<file path="src/sv/rhc_pkg.sv">
package rhc_pkg;

  // Default component width (red, green, blue, saturation, lightness).
  localparam int COMPONENT_BITS_DEF = 8;

  // Hue is whole degrees, 0..359.
  localparam int HUE_BITS = 9;
  localparam logic [HUE_BITS-1:0] HUE_WRAP = HUE_BITS'(360);

  // Extra numerator bits the hue path needs above a component:
  // 2*360*M + M < 1024*2^CB.
  localparam int HUE_EXTRA_BITS = 10;

endpackage

</file>
<file path="src/sv/rhc_front.sv">
module rhc_front
  import rhc_pkg::*;
#(
  parameter int CB = COMPONENT_BITS_DEF
) (
  input  logic                          clk,
  input  logic                          rst_n,
  input  logic                          up_valid,
  output logic                          up_ready,
  input  logic [CB-1:0]                 red,
  input  logic [CB-1:0]                 green,
  input  logic [CB-1:0]                 blue,
  output logic                          dn_valid,
  input  logic                          dn_ready,
  output logic [2*CB+1:0]               sat_rem_o,
  output logic [CB:0]                   sat_div_o,
  output logic [CB+HUE_EXTRA_BITS-1:0]  hue_rem_o,
  output logic [CB:0]                   hue_div_o,
  output logic [CB-1:0]                 light_o
);

  localparam int SNW = 2 * CB + 2;
  localparam int HNW = CB + HUE_EXTRA_BITS;
  localparam logic [CB:0] CMAX = {1'b0, {CB{1'b1}}};

  logic [CB-1:0]  mx, mn, d, den;
  logic [CB:0]    sum;
  logic [HNW-1:0] hd, hr, hg, hb, hnum;
  logic [SNW-1:0] sd;

  logic            vld_r;
  logic [SNW-1:0]  sat_rem_r, sat_rem_nxt;
  logic [CB:0]     sat_div_r, sat_div_nxt;
  logic [HNW-1:0]  hue_rem_r, hue_rem_nxt;
  logic [CB:0]     hue_div_r, hue_div_nxt;
  logic [CB-1:0]   light_r, light_nxt;

  always_comb begin
    mx  = (red > green) ? red : green;
    mx  = (mx > blue) ? mx : blue;
    mn  = (red < green) ? red : green;
    mn  = (mn < blue) ? mn : blue;
    d   = mx - mn;
    sum = {1'b0, mx} + {1'b0, mn};
    den = (sum > CMAX) ? CB'((CMAX << 1) - sum) : CB'(sum);
    light_nxt = CB'((sum + (CB+1)'(1)) >> 1);

    hd = HNW'(d);
    hr = HNW'(red);
    hg = HNW'(green);
    hb = HNW'(blue);
    // Sector numerator, 60 * (sector formula) * d, always non-negative.
    if (mx == red) begin
      if (green >= blue) begin
        hnum = (hg - hb) * HNW'(60);
      end else begin
        hnum = hd * HNW'(360) - (hb - hg) * HNW'(60);
      end
    end else if (mx == green) begin
      hnum = hd * HNW'(120) + hb * HNW'(60) - hr * HNW'(60);
    end else begin
      hnum = hd * HNW'(240) + hr * HNW'(60) - hg * HNW'(60);
    end

    // Round-half-up division num/den done as (2*num + den) / (2*den).
    sd = SNW'(d);
    if (d == '0) begin
      // Grey: force both quotients to zero.
      sat_rem_nxt = '0;
      sat_div_nxt = (CB+1)'(2);
      hue_rem_nxt = '0;
      hue_div_nxt = (CB+1)'(2);
    end else begin
      sat_rem_nxt = ((sd << CB) - sd) * SNW'(2) + SNW'(den);
      sat_div_nxt = {den, 1'b0};
      hue_rem_nxt = (hnum << 1) + hd;
      hue_div_nxt = {d, 1'b0};
    end
  end

  assign up_ready = !vld_r || dn_ready;

  always_ff @(posedge clk) begin
    if (!rst_n) begin
      vld_r <= 1'b0;
    end else if (up_ready) begin
      vld_r <= up_valid;
    end
  end

  always_ff @(posedge clk) begin
    if (up_ready && up_valid) begin
      sat_rem_r <= sat_rem_nxt;
      sat_div_r <= sat_div_nxt;
      hue_rem_r <= hue_rem_nxt;
      hue_div_r <= hue_div_nxt;
      light_r   <= light_nxt;
    end
  end

  assign dn_valid  = vld_r;
  assign sat_rem_o = sat_rem_r;
  assign sat_div_o = sat_div_r;
  assign hue_rem_o = hue_rem_r;
  assign hue_div_o = hue_div_r;
  assign light_o   = light_r;

endmodule

</file>
<file path="src/sv/rhc_cell.sv">
module rhc_cell
  import rhc_pkg::*;
#(
  parameter int CB  = COMPONENT_BITS_DEF,
  parameter int QB  = HUE_BITS,
  parameter int IDX = 0
) (
  input  logic                          clk,
  input  logic                          rst_n,
  input  logic                          up_valid,
  output logic                          up_ready,
  input  logic [2*CB+1:0]               sat_rem_i,
  input  logic [CB:0]                   sat_div_i,
  input  logic [QB-1:0]                 sat_q_i,
  input  logic [CB+HUE_EXTRA_BITS-1:0]  hue_rem_i,
  input  logic [CB:0]                   hue_div_i,
  input  logic [QB-1:0]                 hue_q_i,
  input  logic [CB-1:0]                 light_i,
  output logic                          dn_valid,
  input  logic                          dn_ready,
  output logic [2*CB+1:0]               sat_rem_o,
  output logic [CB:0]                   sat_div_o,
  output logic [QB-1:0]                 sat_q_o,
  output logic [CB+HUE_EXTRA_BITS-1:0]  hue_rem_o,
  output logic [CB:0]                   hue_div_o,
  output logic [QB-1:0]                 hue_q_o,
  output logic [CB-1:0]                 light_o
);

  localparam int SNW = 2 * CB + 2;
  localparam int HNW = CB + HUE_EXTRA_BITS;
  localparam int SCW = SNW + QB;
  localparam int HCW = HNW + QB;

  logic [SCW-1:0] s_trial;
  logic [HCW-1:0] h_trial;
  logic           s_take, h_take;

  logic            vld_r;
  logic [SNW-1:0]  sat_rem_r, sat_rem_nxt;
  logic [CB:0]     sat_div_r;
  logic [QB-1:0]   sat_q_r, sat_q_nxt;
  logic [HNW-1:0]  hue_rem_r, hue_rem_nxt;
  logic [CB:0]     hue_div_r;
  logic [QB-1:0]   hue_q_r, hue_q_nxt;
  logic [CB-1:0]   light_r;

  // One restoring step for each divider: quotient bit IDX.
  always_comb begin
    s_trial     = SCW'(sat_div_i) << IDX;
    s_take      = SCW'(sat_rem_i) >= s_trial;
    sat_rem_nxt = s_take ? SNW'(SCW'(sat_rem_i) - s_trial) : sat_rem_i;
    sat_q_nxt   = sat_q_i | (QB'(s_take) << IDX);

    h_trial     = HCW'(hue_div_i) << IDX;
    h_take      = HCW'(hue_rem_i) >= h_trial;
    hue_rem_nxt = h_take ? HNW'(HCW'(hue_rem_i) - h_trial) : hue_rem_i;
    hue_q_nxt   = hue_q_i | (QB'(h_take) << IDX);
  end

  assign up_ready = !vld_r || dn_ready;

  always_ff @(posedge clk) begin
    if (!rst_n) begin
      vld_r <= 1'b0;
    end else if (up_ready) begin
      vld_r <= up_valid;
    end
  end

  always_ff @(posedge clk) begin
    if (up_ready && up_valid) begin
      sat_rem_r <= sat_rem_nxt;
      sat_div_r <= sat_div_i;
      sat_q_r   <= sat_q_nxt;
      hue_rem_r <= hue_rem_nxt;
      hue_div_r <= hue_div_i;
      hue_q_r   <= hue_q_nxt;
      light_r   <= light_i;
    end
  end

  assign dn_valid  = vld_r;
  assign sat_rem_o = sat_rem_r;
  assign sat_div_o = sat_div_r;
  assign sat_q_o   = sat_q_r;
  assign hue_rem_o = hue_rem_r;
  assign hue_div_o = hue_div_r;
  assign hue_q_o   = hue_q_r;
  assign light_o   = light_r;

endmodule

</file>
<file path="src/sv/rgb_to_hsl_converter.sv">
// Channel   Ports                                        Direction
// input     in_valid, in_ready, in_red/green/blue        pixel in (COMPONENT_BITS each)
// result    out_valid, out_ready, out_hue/saturation/    HSL out (hue 9 bits,
//           out_lightness                                others COMPONENT_BITS)
//
// Throughput is one pixel per clock while out_ready is high. One front stage, then
// one divider cell per quotient bit.
// Reset clears only the valid flags of the stages; payload registers are not reset.
// A stall at out_ready backs up stage by stage; empty stages keep filling, so input
// is still taken until every stage holds a pixel.
module rgb_to_hsl_converter
  import rhc_pkg::*;
#(
  parameter int COMPONENT_BITS = COMPONENT_BITS_DEF
) (
  input  logic                      clk,
  input  logic                      rst_n,
  input  logic                      in_valid,
  output logic                      in_ready,
  input  logic [COMPONENT_BITS-1:0] in_red,
  input  logic [COMPONENT_BITS-1:0] in_green,
  input  logic [COMPONENT_BITS-1:0] in_blue,
  output logic                      out_valid,
  input  logic                      out_ready,
  output logic [HUE_BITS-1:0]       out_hue,
  output logic [COMPONENT_BITS-1:0] out_saturation,
  output logic [COMPONENT_BITS-1:0] out_lightness
);

  localparam int CB  = COMPONENT_BITS;
  localparam int SNW = 2 * CB + 2;
  localparam int HNW = CB + HUE_EXTRA_BITS;
  // Quotient bits: saturation needs CB, hue needs HUE_BITS.
  localparam int QB  = (CB > HUE_BITS) ? CB : HUE_BITS;

  // Chain taps: index 0 is the front stage output, index QB the last cell.
  logic            vld   [0:QB];
  logic            rdy   [0:QB];
  logic [SNW-1:0]  s_rem [0:QB];
  logic [CB:0]     s_div [0:QB];
  logic [QB-1:0]   s_q   [0:QB];
  logic [HNW-1:0]  h_rem [0:QB];
  logic [CB:0]     h_div [0:QB];
  logic [QB-1:0]   h_q   [0:QB];
  logic [CB-1:0]   light [0:QB];

  logic [HUE_BITS-1:0] hue_raw;

  // Min/max, lightness and the two rounded-division operands.
  rhc_front #(
    .CB(CB)
  ) u_front (
    .clk       (clk),
    .rst_n     (rst_n),
    .up_valid  (in_valid),
    .up_ready  (in_ready),
    .red       (in_red),
    .green     (in_green),
    .blue      (in_blue),
    .dn_valid  (vld[0]),
    .dn_ready  (rdy[0]),
    .sat_rem_o (s_rem[0]),
    .sat_div_o (s_div[0]),
    .hue_rem_o (h_rem[0]),
    .hue_div_o (h_div[0]),
    .light_o   (light[0])
  );

  assign s_q[0] = '0;
  assign h_q[0] = '0;

  // Divider cells, MSB quotient bit first.
  for (genvar k = 0; k < QB; k++) begin : g_cell
    rhc_cell #(
      .CB (CB),
      .QB (QB),
      .IDX(QB - 1 - k)
    ) u_cell (
      .clk       (clk),
      .rst_n     (rst_n),
      .up_valid  (vld[k]),
      .up_ready  (rdy[k]),
      .sat_rem_i (s_rem[k]),
      .sat_div_i (s_div[k]),
      .sat_q_i   (s_q[k]),
      .hue_rem_i (h_rem[k]),
      .hue_div_i (h_div[k]),
      .hue_q_i   (h_q[k]),
      .light_i   (light[k]),
      .dn_valid  (vld[k+1]),
      .dn_ready  (rdy[k+1]),
      .sat_rem_o (s_rem[k+1]),
      .sat_div_o (s_div[k+1]),
      .sat_q_o   (s_q[k+1]),
      .hue_rem_o (h_rem[k+1]),
      .hue_div_o (h_div[k+1]),
      .hue_q_o   (h_q[k+1]),
      .light_o   (light[k+1])
    );
  end

  assign rdy[QB]   = out_ready;
  assign out_valid = vld[QB];

  // A hue that rounds to 360 wraps to 0.
  assign hue_raw        = h_q[QB][HUE_BITS-1:0];
  assign out_hue        = (hue_raw >= HUE_WRAP) ? (hue_raw - HUE_WRAP) : hue_raw;
  assign out_saturation = s_q[QB][CB-1:0];
  assign out_lightness  = light[QB];

endmodule

</file>
<file path="config.mk">
export PLATFORM = sky130hd
export DESIGN_NAME = rgb_to_hsl_converter
export DESIGN_NICKNAME = d
export VERILOG_FILES = /design/src/sv/rhc_pkg.sv /design/src/sv/rhc_front.sv /design/src/sv/rhc_cell.sv /design/src/sv/rgb_to_hsl_converter.sv
export SDC_FILE = /design/constraint.sdc
export NUM_CORES = 1
export LEC_CHECK = 0
export BUFFER_PORTS_ARGS = -buffer_cell sky130_fd_sc_hd__clkbuf_2
export CORE_ASPECT_RATIO = 0.5
export CORE_MARGIN = 5
export CORE_UTILIZATION = 39
export CTS_BUF_LIST = sky130_fd_sc_hd__clkbuf_16
export CTS_CLUSTER_DIAMETER = 60
export DETAILED_ROUTE_END_ITERATION = 7
export GPL_TIMING_DRIVEN = 0
export MAX_ROUTING_LAYER = met4
export PLACE_DENSITY_LB_ADDON = 0.15
export SYNTH_ARGS = -nofsm -noshare
export SYNTH_HDL_FRONTEND = slang
export SYNTH_HIERARCHICAL = 1
export SYNTH_SLANG_ARGS = --single-unit
</file>
<file path="constraint.sdc">
create_clock -name clk -period 25.7 [get_ports clk]
set_clock_uncertainty 0.05 [all_clocks]
set_input_delay 2.57 -clock clk [delete_from_list [all_inputs] [get_ports clk]]
set_output_delay 2.57 -clock clk [all_outputs]
set_load 0.05 [all_outputs]
</file>
**Word level (Yosys, flattened, before mapping)**

Index checks and enable logic that the tools add are counted.

- Bits of input ports: 28
- Output and inout port bits: 27
- Register bits after elaboration: 713
- Word-level logic and storage cells: 213

- $mul: 8
- Mux-type cells: 25
- Eq/ne operators: 2
- Order comparisons: 25
- Bitwise gates (word level): 16
- Reductions and logical operators: 31
- $add $sub $neg: 31

Operator list:

| cell | number |
|---|---|
| 2-to-1 mux 18 bit | 16 |
| multiplier 8 x 4 -> 12 bit, second input constant | 5 |
| 2-to-1 mux 17 bit | 3 |
| 2-to-1 mux 8 bit | 5 |
| adder 18 x 8 -> 18 bit | 2 |
| greater-or-equal comparator 18 x 10 -> 1 bit | 2 |
| greater-or-equal comparator 18 x 11 -> 1 bit | 2 |
| greater-or-equal comparator 18 x 12 -> 1 bit | 2 |
| greater-or-equal comparator 18 x 13 -> 1 bit | 2 |
| greater-or-equal comparator 18 x 14 -> 1 bit | 2 |
| greater-or-equal comparator 18 x 15 -> 1 bit | 2 |
| greater-or-equal comparator 18 x 16 -> 1 bit | 2 |
| greater-or-equal comparator 18 x 17 -> 1 bit | 2 |
| greater-or-equal comparator 18 x 9 -> 1 bit | 2 |
| multiplier 18 x 4 -> 15 bit, second input constant | 2 |
| subtractor 18 x 10 -> 18 bit | 2 |
| subtractor 18 x 11 -> 18 bit | 2 |
| subtractor 18 x 12 -> 18 bit | 2 |
| subtractor 18 x 13 -> 18 bit | 2 |
| subtractor 18 x 14 -> 18 bit | 2 |
| subtractor 18 x 15 -> 18 bit | 2 |
| subtractor 18 x 16 -> 18 bit | 2 |
| subtractor 18 x 17 -> 18 bit | 2 |
| subtractor 8 x 8 -> 9 bit | 2 |
| 39 further kinds | 69 |

**Longest topological paths before layout**

Gate-level depths: netlist (run 1).

- Depth after elaboration: 12
- Gate-level depth with buffers: 51
- Mapped depth without buffers: 48

**Modules after synthesis**

The synthesis (run 1) kept the hierarchy.

Modules (own cells, without submodules):

| module | cells an instance | times used | seq. area each (um^2) | area an instance (um^2) |
|---|---|---|---|---|
| rhc_front | 1583 | 1 | 1701.6 | 14186.1 |
| rhc_cell at g_cell[7].u_cell | 297 | 1 | 2422.3 | 4021.4 |
| rhc_cell at g_cell[4].u_cell | 293 | 1 | 2422.3 | 3960.0 |
| rhc_cell at g_cell[8].u_cell | 307 | 1 | 2422.3 | 3956.3 |
| rhc_cell at g_cell[6].u_cell | 288 | 1 | 2422.3 | 3881.2 |
| rhc_cell at g_cell[5].u_cell | 282 | 1 | 2422.3 | 3841.2 |
| rhc_cell at g_cell[2].u_cell | 266 | 1 | 2422.3 | 3747.3 |
| rhc_cell at g_cell[3].u_cell | 270 | 1 | 2422.3 | 3743.6 |
| rhc_cell at g_cell[1].u_cell | 250 | 1 | 2422.3 | 3742.3 |
| rhc_cell at g_cell[0].u_cell | 233 | 1 | 2422.3 | 3669.8 |
| rgb_to_hsl_converter | 29 | 1 | 0.0 | 198.9 |

**Least setup slack after synthesis (run 1)**

No wires, ideal clock.

- Path kind: input -> register
- Start point: in in_green[1]
- End point: reg u_front.hue_rem_r[17] (netlist: u_front/hue_rem_o[17]) (data pin)
- Data required time: 25.394 ns
- Setup time: 0.256 ns
- Path buffers: 4
- Setup slack: 13.495 ns
- Stages on the path: 47
- Arrival: 11.898 ns
- Cell sequence: inv_1 > ha_1 > nor2b_1 > o211ai_1 > a21o_1 > a21oi_1 > clkbuf_1 > nand2_1 > o21ai_0 > ha_1 > and3_4 > a221o_1 > a22o_1 > buf_6 > buf_6 > nor2_1 > a21oi_1 > inv_1 > [... 11 more ...] > xnor2_1 > fa_1 > inv_1 > ha_1 > xnor2_1 > fa_1 > ha_1 > clkbuf_1 > nand2_1 > o311ai_1 > o31ai_1 > o21bai_1 > a21oi_1 > xnor3_1 > a211o_1 > nor4_2 > a211oi_1 > nand2b_1

- Longest elaborated chain between the ends: 11
- Elaborated cells between the ends (all ways): 30
- Those cells by class: 9 x add/sub; 6 x mul; 5 x order compare; 2 x eq/ne; 7 x mux; 1 x reduce/logical

Ends and longest elaborated chain:

| item | RTL line | text |
|---|---|---|
| start, declared | rgb_to_hsl_converter.sv:21 | `input logic [COMPONENT_BITS-1:0] in_green,` |
| > comparator 8 bit or less-than comparator 8 bit (tied branches) | rhc_front.sv:39, rhc_front.sv:41 |  |
| 2-to-1 mux 8 bit (on tied branches) | rhc_front.sv:39, rhc_front.sv:41 |  |
| > comparator 8 bit or less-than comparator 8 bit (tied branches) | rhc_front.sv:40, rhc_front.sv:42 |  |
| 2-to-1 mux 8 bit (on tied branches) | rhc_front.sv:40, rhc_front.sv:42 |  |
| subtractor 8 bit | rhc_front.sv:43 | `d = mx - mn;` |
| multiplier 8 x 4 -> 12 bit | rhc_front.sv:60, rhc_front.sv:62 |  |
| adder 16 x 14 -> 17 bit or adder 15 x 14 -> 16 bit (tied branches) | rhc_front.sv:62, rhc_front.sv:60 |  |
| subtractor 17 x 14 -> 17 bit or subtractor 16 x 14 -> 17 bit (tied branches) | rhc_front.sv:62, rhc_front.sv:60 |  |
| 2-to-1 mux 17 bit | rhc_front.sv:59 | `end else if (mx == green) begin` |
| 2-to-1 mux 17 bit | rhc_front.sv:53 | `if (mx == red) begin` |
| adder 18 x 8 -> 18 bit | rhc_front.sv:76 | `hue_rem_nxt = (hnum << 1) + hd;` |
| end signal, assigned | rhc_front.sv:95 | `hue_rem_r <= hue_rem_nxt;` |
| end, declared | rhc_front.sv:34 | `logic [HNW-1:0] hue_rem_r, hue_rem_nxt;` |

Several ways; a longest one is shown, not always the timed one.
A chain may end at the register's enable or synchronous reset.

**Worst setup path after layout (run 1)**

Same ends and word-level chain as after synthesis.

==> results of run 1 <==
per-layer routing:
metal  routed length [um]  part of all wire, %  GRT usage, %
met5                    0                    0             -
met4                 2720                  2.8          4.56
met3                 2830                  2.9          1.91
met2                45100                   47          25.7
met1                45900                   48          21.0
placed cells by master, fill, tap and decap left out, types with 18 or more instances in the layout:
master	n
or3_1	21
o21bai_1	46
and3_1	22
o21ai_0	121
mux2_2	49
nor4_1	38
conb_1	20
clkbuf_2	54
nand2b_1	58
o211ai_1	29
mux2_4	44
a21oi_1	253
a21o_1	86
clkinv_1	24
nor3_1	54
inv_1	449
ha_1	381
xnor2_1	205
o21ai_1	25
a21boi_0	18
o21a_1	40
clkbuf_16	81
nor2b_1	43
fa_1	132
nor2_1	199
xor2_1	115
and2_1	23
clkbuf_1	31
or2_2	22
a31oi_1	25
a211oi_1	32
nand2_1	151
edfxtp_1	713
nand3_1	60
mux2i_1	41
flip-flops by register name, indices dropped and copies added, names as in the netlist:
| name | count |
|---|---|
| u_front/light_o | 8 |
| g_cell.u_cell/hue_q_o | 81 |
| g_cell.u_cell/hue_div_o | 72 |
| g_cell.u_cell/hue_rem_o | 144 |
| g_cell.u_cell/dn_valid | 9 |
| u_front/sat_rem_o | 18 |
| g_cell.u_cell/sat_q_o | 72 |
| u_front/hue_rem_o | 17 |
| g_cell.u_cell/sat_rem_o | 144 |
| u_front/dn_valid | 1 |
| u_front/sat_div_o | 8 |
| g_cell.u_cell/sat_div_o | 72 |
| g_cell.u_cell/light_o | 72 |
| u_front/hue_div_o | 5 |
metrics by stage:
stage               util, %  worst slack [ps]  cells
global route           43.5             10620   5700
global placement       41.2             11010   5557
CTS                    43.5             11480   5700
detailed placement     41.4             10840   5566
finish                 43.5             11390   5700
floorplan                 -             13500   3911
path summary, 6_finish.rpt:
kind | from | to | slack (ps) | depth (start not counted)
max reg2reg | g_cell[6].u_cell/sat_rem_o[8] | g_cell[7].u_cell/sat_rem_o[6] | 22610 | 8
min reg2reg | g_cell[1].u_cell/light_o[3] | g_cell[2].u_cell/light_o[3] | 360 | 0
max | in_green[1] | u_front/hue_rem_o[17] | 11390 | 46
min | g_cell[1].u_cell/light_o[3] | g_cell[2].u_cell/light_o[3] | 360 | 0
layout make-up:
class                           count  share of cell area [%]
Clock inverter                     53                   0.802
Multi-Input combinational cell   2677                    44.0
Clock buffer                       81                    3.96
Timing Repair Buffer               63                   0.998
Sequential cell                   723                    42.2
Inverter                          443                    3.25
Tap cell                         1592                    3.89
Buffer                             68                   0.849
worst register-to-register path, stage by stage, from the launching register on:
cell	delay (ps)
edfxtp_1	390
ha_1	300
clkbuf_1	170
nand4_1	160
nor4_1	90
nor3_1	470
nor3b_2	470
buf_2	340
mux2_2	380
==> run summary, run 1 <==
Outcome: completed
Vias/cell: 5.03
# fillers: 10,800
Placed inst area: 48,700 um^2
Vias in the first global route: 28,800
Via Count: 28,600
DIE WIDTH: 496 um
Root buf cell: clkbuf_16
Clk pin slew, worst setup/hold paths: 60 ps
CP most frequent cell: ha_1
Slew Limit Fails: 0
Total CTS buffers: 75
Register Area: 21,600 um^2
Clock Path Buffers: 3
Share of cells above drive strength 1: 11.0%
Mapped cell area: 46,100 um^2
Post-CTS setup buffer count: 0
Synth warn: 6
N_diodes: 0
# resized after CTS: 0
# DRC: 0
Fin nets: 4,592
Routed WL: 96,600 um
First-pass GRT wire length: 156,000 um
Number of buffers and inverters on the critical path: 8
Worst slew pin tran: 1080 ps
DR iter-0 viols: 1,450
Final Cycle Share: 55.7%
Multi-input gate area: 22,500 um^2
Fmax: 69.9 MHz
CP top delay family: compound AO/OA/AOI/OAI gates
Worst-Skew Late Latency: 610 ps
GRT Overall Usage: 15.8%
Critical Setup Path Class: in -> reg
Largest net degree at the start of global routing: 72
Num Clock Sinks: 723
Unrepaired setup endpoints after global routing: no
Slowest stage cell, crit path: xnor2_1
# setup viols final: 0
Die Area: 126,000 um^2
Die height: 253 um
Final TNS setup: 0 ps
Fin Hold WS: 359 ps
DP HPWL: 76,200 um
CP Capture Type: flip-flop
H-Tree Depth: 3
Max-cap violations: 0
Io pins: 55
Endpoints failing hold: 0
Initial core utilization: 39.2%
Hold/Removal Path Class: reg -> reg
Row cnt: 89
Remaining global-route overflow: 0
DR WL/cell: 16.9 um
Syn Inst Count: 3,893
Worst-path fanout max: 10
Area Overhead vs Synth: 10.9%
Antenna violations before repair: 0
Worst Path Required: 26,010 ps
Crit path time final: 14,310 ps
Rel. slew slack: 28.2%
Routability cong.: 0.922
CTS tree: built
CP peak stage delay: 570 ps
Core Box Area: 118,000 um^2
CP arrival: 14,620 ps
Worst setup SP type: primary input
CTS Hold Bufs: 0
Final ANT Viol Nets: 0
Fin area: 51,200 um^2
Mapped Avg Cell Area: 11.9 um^2
Port bufs: 54
Pre-antenna DRT Iters: 7
Power of run 1 is not shown: default switching activity piles up to over one toggle a cycle in this logic, so the estimate is an artifact.
==> run 2, diff against run 1 <==
- clock period: 25.7 -> 12.8 ns (I/O delays scaled with it)
==> run summary, run 2 (same netlist as run 1, synthesis figures left out) <==
Fmax: 82.6 MHz
Io pins: 55 (unchanged)
Area Overhead vs Synth: 11.1% (was 10.9%)
Rel. slew slack: 28.1% (was 28.2%)
Num Clock Sinks: 723 (unchanged)
# setup viols final: 0 (unchanged)
H-Tree Depth: 3 (unchanged)
Worst Path Required: 13,110 ps (was 26,010 ps)
Share of cells above drive strength 1: 11.3% (was 11.0%)
Remaining global-route overflow: 0 (unchanged)
Pre-antenna DRT Iters: 5 (was 7)
Slew Limit Fails: 0 (unchanged)
Final Cycle Share: 94.6%
Antenna violations before repair: 0 (unchanged)
Port bufs: 54 (unchanged)
DP HPWL: 76,200 um (unchanged)
CP peak stage delay: 510 ps (was 570 ps)
Worst setup SP type: primary input (unchanged)
Max-cap violations: 0 (unchanged)
Post-layout util: 43.5% (about the same)
CTS tree: built (unchanged)
Total CTS buffers: 75 (unchanged)
Root buf cell: clkbuf_16 (unchanged)
Critical hold path startpoint: g_cell[1].u_cell/light_o[3] (unchanged)
Setup crit start: in_green[1] (unchanged)
Critical Setup Path Class: in -> reg (unchanged)
Clk pin slew, worst setup/hold paths: 60 ps (about the same)
Via Count: 28,600 (about the same)
Worst-path fanout max: 10 (unchanged)
Routed WL: 96,500 um (was 96,600 um)
N_diodes: 0 (unchanged)
Worst slew pin tran: 1080 ps (about the same)
DR WL/cell: 16.9 um (about the same)
Endpoints failing hold: 0 (unchanged)
Vias in the first global route: 28,800 (unchanged)
Worst Reg2Reg Path Length in Cells: 8 (unchanged)
Multi-input gate area: 22,600 um^2 (was 22,500 um^2)
Crit path capture: u_front/hue_rem_o[17] (unchanged)
Unrepaired setup endpoints after global routing: yes (was no)
Initial core utilization: 39.2% (unchanged)
Core Box Area: 118,000 um^2 (unchanged)
Die height: 253 um (unchanged)
GRT Overall Usage: 15.8% (about the same)
CP most frequent cell: ha_1 (unchanged)
Crit path time final: 12,100 ps
Largest net degree at the start of global routing: 72 (unchanged)
Most frequent cells in the layout: edfxtp_1, inv_1, ha_1 (unchanged)
# DRC: 0 (unchanged)
First-pass GRT wire length: 156,000 um (about the same)
Register Area: 21,600 um^2 (unchanged)
Fin nets: 4,591 (was 4,592)
# fillers: 10,800 (about the same)
R2r setup slk: 9720 ps (was 22,610 ps)
Vias/cell: 5.02 (was 5.03)
RR Startpoint: g_cell[6].u_cell/sat_rem_o[8] (unchanged)
Final ANT Viol Nets: 0 (unchanged)
DR iter-0 viols: 1,463 (was 1,450)
Routability cong.: 0.922 (unchanged)
DIE WIDTH: 496 um (unchanged)
Placed inst area: 48,700 um^2 (unchanged)
Die Area: 126,000 um^2 (unchanged)
CP arrival: 12,420 ps (was 14,620 ps)
Reg-to-Reg End: g_cell[7].u_cell/sat_rem_o[6] (unchanged)
Worst-Skew Late Latency: 610 ps (about the same)
Fin area: 51,200 um^2 (about the same)
Hold/Removal Path Class: reg -> reg (unchanged)
Dpl cells: 5,566 (unchanged)
Slowest stage cell, crit path: fa_1 (was xnor2_1)
Row cnt: 89 (unchanged)
CP Capture Type: flip-flop (unchanged)
Outcome: completed (unchanged)
Non-Filler Instances: 5,699 (was 5,700)
Clock Path Buffers: 3 (unchanged)
CTS Hold Bufs: 0 (unchanged)
Leading cell type in the layout, fill and taps excluded: edfxtp_1 (unchanged)
[run 2: layout make-up]
cell class	count	area share, %
Multi-Input combinational cell	2677	44.1
Sequential cell	723	42.2
Clock buffer	81	3.96
Tap cell	1592	3.89
Inverter	443	3.25
Timing Repair Buffer	63	0.996
Buffer	67	0.845
Clock inverter	53	0.801
[run 2: how the worst min path moves through the flow]
stage	cells after the start	slack, ps	to
5_1_grt	0	370	g_cell[3].u_cell/hue_q_o[6]
3_3_place_gp	0	350	g_cell[3].u_cell/sat_q_o[4]
2_1_floorplan	0	350	g_cell[0].u_cell/light_o[0]
4_1_cts	0	360	g_cell[2].u_cell/light_o[3]
6_report	0	360	g_cell[2].u_cell/light_o[3]
3_5_place_dp	0	350	g_cell[0].u_cell/light_o[3]
[run 2: critical path, delay by kind of cell]
kind                     cells  cell delay, ps
multiplexers                 1             380
AND/OR/NAND/NOR              7            1160
adder cells (fa/ha/maj)      7            2670
XOR/XNOR                     5            1420
AO/OA/AOI/OAI               18            3330
buffers and inverters        8            2180
[run 2: stage by stage]
step                TNS, ps  hold WS, ps  worst slack [ps]
finish                    0          361               695
global route          -9.60          369             -9.60
CTS                       0          363              42.3
detailed placement    -3190          355              -766
global placement      -1930          350              -602
floorplan                 0          350              1890
[run 2: what timing repair did]
item                       CTS  global route
gates resized for setup      1            16
buffers inserted             0             0
setup endpoints to repair    3             6
[run 2: layer usage]
layer  share of wire [%]  up-vias  GRT usage [%]
met5                   0        -              -
met4                 2.8        0           4.51
met3                 2.7      171           1.89
met2                  47      445           25.7
met1                  48    13600           21.0
li1                    -    14400              -
Power of run 2 is left out for the same reason.
